### src/fdip_ram.sv
// ----------------------------------------------------------------------------
// fdip_ram
// Generic single-write, single-read RAM with registered read data.
// ----------------------------------------------------------------------------
module fdip_ram #(
   parameter int WIDTH = 8,
   parameter int DEPTH = 256
) (
   input  logic                     clock,
   input  logic                     wr_en,
   input  logic [$clog2(DEPTH)-1:0] wr_addr,
   input  logic [WIDTH-1:0]         wr_data,
   input  logic                     rd_en,
   input  logic [$clog2(DEPTH)-1:0] rd_addr,
   output logic [WIDTH-1:0]         rd_data
);

   logic [WIDTH-1:0] mem_ff [DEPTH];
   logic [WIDTH-1:0] rd_data_ff;

   always_ff @(posedge clock) begin
      if (wr_en) begin
         mem_ff[wr_addr] <= wr_data;
      end
      if (rd_en) begin
         rd_data_ff <= mem_ff[rd_addr];
      end
   end

   assign rd_data = rd_data_ff;

endmodule

### config.mk
export PLATFORM = sky130hd
export DESIGN_NAME = fdip_ram
export DESIGN_NICKNAME = d
export VERILOG_FILES = /design/src/fdip_ram.sv
export SDC_FILE = /design/constraint.sdc
export NUM_CORES = 2
export LEC_CHECK = 0
export BUFFER_PORTS_ARGS = -buffer_cell sky130_fd_sc_hd__buf_2
export CAP_MARGIN = 20
export CELL_PAD_IN_SITES_DETAIL_PLACEMENT = 1
export CELL_PAD_IN_SITES_GLOBAL_PLACEMENT = 1
export CORE_UTILIZATION = 50
export CTS_BUF_LIST = sky130_fd_sc_hd__clkbuf_2
export DETAILED_ROUTE_END_ITERATION = 10
export GPL_TIMING_DRIVEN = 1
export PLACE_DENSITY = 0.77
export SLEW_MARGIN = 40
export SYNTH_ARGS = -nofsm -noshare
export SYNTH_HDL_FRONTEND = slang
export SYNTH_SLANG_ARGS = --single-unit
### constraint.sdc
create_clock -name clock -period 4.75 [get_ports clock]
set_input_delay 0.2375 -clock clock [delete_from_list [all_inputs] [get_ports clock]]
set_output_delay 0.2375 -clock clock [all_outputs]
set_load 0.1 [all_outputs]
# Word-level counts from Yosys, hierarchy flattened
# Memory sizes are Yosys's and may differ from the RTL's. A register that Yosys moved wholly into a read port is not among the register bits.
# Cells that the tools add are included.
# totals
regBits,0
ram_bits,2048
in_bits,27
out_inout_bits,8
elab_cells,3
n_memories,1
# mem_list
memory,words,word_bits,read_ports,rd_clocked_by_memory_dff,wr,line_no,source
mem_ff,256,8,1,1,1,18,logic [WIDTH-1:0] mem_ff [DEPTH];
# op_classes
muxes,2
# op_table
cell,n
two-way mux 1 bit,2

# Depth between registers and ports, before layout
# depth
depth_word,2
mapped_depth,11
mapped_depth_nobuf,6

# Worst setup path after synthesis
# No wires, ideal clock.
# synth_path
kind,input -> register
start,in rd_addr[0]
end,"reg rd_data_ff[2], in the netlist rd_data[2], read port of mem_ff, data pin"
setup_time_ns,0.269
arrival_ns,2.045
required_time_ns,4.481
slack_ns,2.436
cell_stages,9
path_buffers,4
path_cell_list,buf_6 buf_12 buf_8 buf_2 mux4_2 a22oi_1 a21oi_1 nor4_1 nor4_2
# synth_rtl
item,line_no,source
from (decl),14,"input logic [$clog2(DEPTH)-1:0] rd_addr,"
to (decl),19,logic [WIDTH-1:0] rd_data_ff;

==> run metrics <==
status finished, final reports clean; Post-DRT Antenna Nets 0; number of global-route vias before repair roughly 45000; Max Cap Violations 0; Final Wtd Congestion 0.866; Worst slew margin 12.3%; placed insts 5761; Syn Area/Cell between 20 and 25 sq um; Vias 42800; Pwr Total between 30 and 40 mW; Setup Skew 0.249 ns; Netlist cell types 54; core area 158000 sq um; Initial DRC Count 5568; initial antenna violation count 14; placed instance area ~83000 sq um; synthesized instance count between 3000 and 4000; I/O Buffers 34; largest net degree at the start of global routing 149; H-tree depth 5; Net Sw Frac 25.6%; clk sinks 2056; CTS tree done; Synthesized Nets 3760; Clk pin slew, worst setup/hold paths around 0.14 ns; Final Instance Area 88500 sq um; Primary FF master, synth edfxtp_1; effective utilization at floorplan 50.3%; worst hold-check path type in2reg; RSZ-0062 raised after global routing no; fillcell total 14000; Worst Path Arrival 6.07 ns; maximum VDD drop 0.000312 V; sequential power share 60.0%; crit path kind reg2reg; DP Wirelength 134000 um; register area share after synthesis 77.5%; Die Y-Extent 401 um; Crit Path Max Fanout 1; # DRC 0; Critical Path RT 6.50 ns; ranking of synthesized cells by area edfxtp_1 78%, mux4_2 13%, mux2i_1 1.7%; Worst Max-Slew Pin Slew 1.32 ns; Leak 28.2 nW; clk buf depth 4; Setup WS pre-CTS roughly 0.88 ns; Top Ports 35; drt wl/cell 33.1 um; total track usage 27.7%; DRT Pass-1 Iters 7; Max Slew Vio Count 0; Hold Worst Slack 0.308 ns; final period utilization 90.9%; Int Pwr 24.8 mW; fmax 232 MHz; Setup TNS 0 ns; Non-Filler Instances approximately 6700; Inserted Clock Buffers 486; NetSw 8.53 mW; postcts setup bufs 0; Ys Warns 0; share of cells above drive strength 1 33.1%; Syn Std Cell Area 79600 sq um; Tmin final 4.32 ns; setup violators final 0; PD cells 377 nW/um^2; Hold Fails Final Rpt 0; Worst setup EP type flop; ys async rst share 0%; worst-case reg-to-reg path depth 9; power share of the combinational group under 10%; Post-layout nets 4307; Layout area overhead 11.2%; Clock power frac 33.8%; root buf cell clkbuf_2; aggregate global routing overflow 0; setup ws final 0.433 ns; first-pass GRT wire length between 300000 and 400000 um; chip width 401 um; Worst Hold Depth 7; Vias/cell 6.36; crit start category flop; total die area 161000 sq um; post-synth top area cell edfxtp_1; Detailed Route WL 223000 um; register bit total from synthesis 2056; Post-synth EDFFs roughly 2100; top cell type's share of synthesized area 77.5%; Clk Latency, worst-skew pair 1.99 ns; FP Rows 146; utilization after layout 56.0%
-- cell usage in the layout (no fill, tap or decap), types with 13 or more instances in the layout --
cell type | Yosys | final
mux4_2 | 454 | 454
a221oi_1 | 13 | 13
nor2b_1 | 31 | 27
clkbuf_2 | 0 | 704
mux2i_1 | 134 | 134
buf_16 | 0 | 14
nand3_1 | 34 | 26
dlygate4sd3_1 | 0 | 90
nor3_1 | 22 | 22
o221ai_1 | 46 | 46
buf_12 | 8 | 23
nor2_2 | 0 | 115
edfxtp_1 | 2056 | 2056
a21oi_1 | 96 | 95
nand2_1 | 33 | 27
a211oi_1 | 16 | 16
nor2_1 | 282 | 164
o22ai_1 | 28 | 28
buf_2 | 31 | 24
clkinv_1 | 1 | 142
clkinv_2 | 0 | 14
buf_4 | 27 | 127
nor4_1 | 24 | 19
a22oi_1 | 133 | 132
-- worst max-delay path: stages (launching register included) --
cell           delay (ns)
edfxtp_1             0.46
mux4_2               0.48
dlygate4sd3_1        0.61
a22oi_2              0.27
a21oi_1              0.11
dlygate4sd3_1        0.60
nor4_2               0.27
dlygate4sd3_1        0.62
nor4_2               0.06
dlygate4sd3_1        0.60
-- kinds of logic after synthesis --
family / Yosys count / share of synthesized area [%]
flip-flops: 2056 / 77.5
AO/OA/AOI/OAI: 385 / 3.42
AND/OR/NAND/NOR: 466 / 2.63
multiplexers: 591 / 14.6
buffers and inverters: 235 / 1.83
-- cell usage after synthesis, types with 21 or more instances --
cell,number
a21oi_1,96
buf_2,31
buf_4,27
nor4_1,24
mux4_2,454
mux2i_1,134
clkbuf_1,111
o221ai_1,46
o22ai_1,28
nor3_1,22
nor2b_1,31
edfxtp_1,2056
a22oi_1,133
nand3_1,34
buf_1,22
nor2_1,282
buf_6,21
nand2_1,33
-- metal layers --
metal  wire length (um)  global-route usage [%]  vias up
met2             110000                    45.2     2725
met5                 36                       0        -
met4               8310                    10.4        6
li1                   -                       -    17100
met1              81500                    36.5    22500
met3              23200                    6.51      494
-- cell type report --
class	instances	area, sq um	share of cell area (%)
diodes	6	15.0	0.0170
multi-input cells	1442	16900	19.1
clock inverters	167	739	0.835
repair buffers	292	3040	3.44
clock buffers	704	3520	3.98
inverters	2	7.51	0.00848
flip-flops and latches	2056	61700	69.7
well taps	2072	2590	2.93
-- sequential cells by signal (all words and copies together) (netlist names) --
| register | cells |
|---|---|
| mem_ff | 2048 |
| rd_data | 8 |
-- worst paths after layout --
kind                                        endpoint  slack [ns]                     start
worst max-delay path            rd_data[0]$_DFFE_PP_        0.43  mem_ff[192][0]$_DFFE_PP_
worst min-delay path            rd_data[3]$_DFFE_PP_        0.31                rd_addr[1]
worst max register to register  rd_data[0]$_DFFE_PP_        0.43  mem_ff[192][0]$_DFFE_PP_
worst min register to register  rd_data[3]$_DFFE_PP_        1.30  mem_ff[184][3]$_DFFE_PP_
-- repair_timing --
action                                  in CTS  in global routing
gates resized for setup                      0                  2
endpoints found under the setup margin       0                  1
hold endpoints to repair                  4112                  0
hold buffers                               100                  0
-- power groups by stage --
stage | combinational, mW | sequential [mW] | clock [mW]
after global routing | 2.14 | 20.0 | 12.2
after floorplan | 0.972 | 20.5 | 0
after detailed placement | 1.92 | 20.4 | 0
after global placement | 1.82 | 20.4 | 0
after CTS | 2.02 | 20.0 | 11.4
final | 2.08 | 20.0 | 11.3
Note: power is estimated with default switching activity, not from simulation.
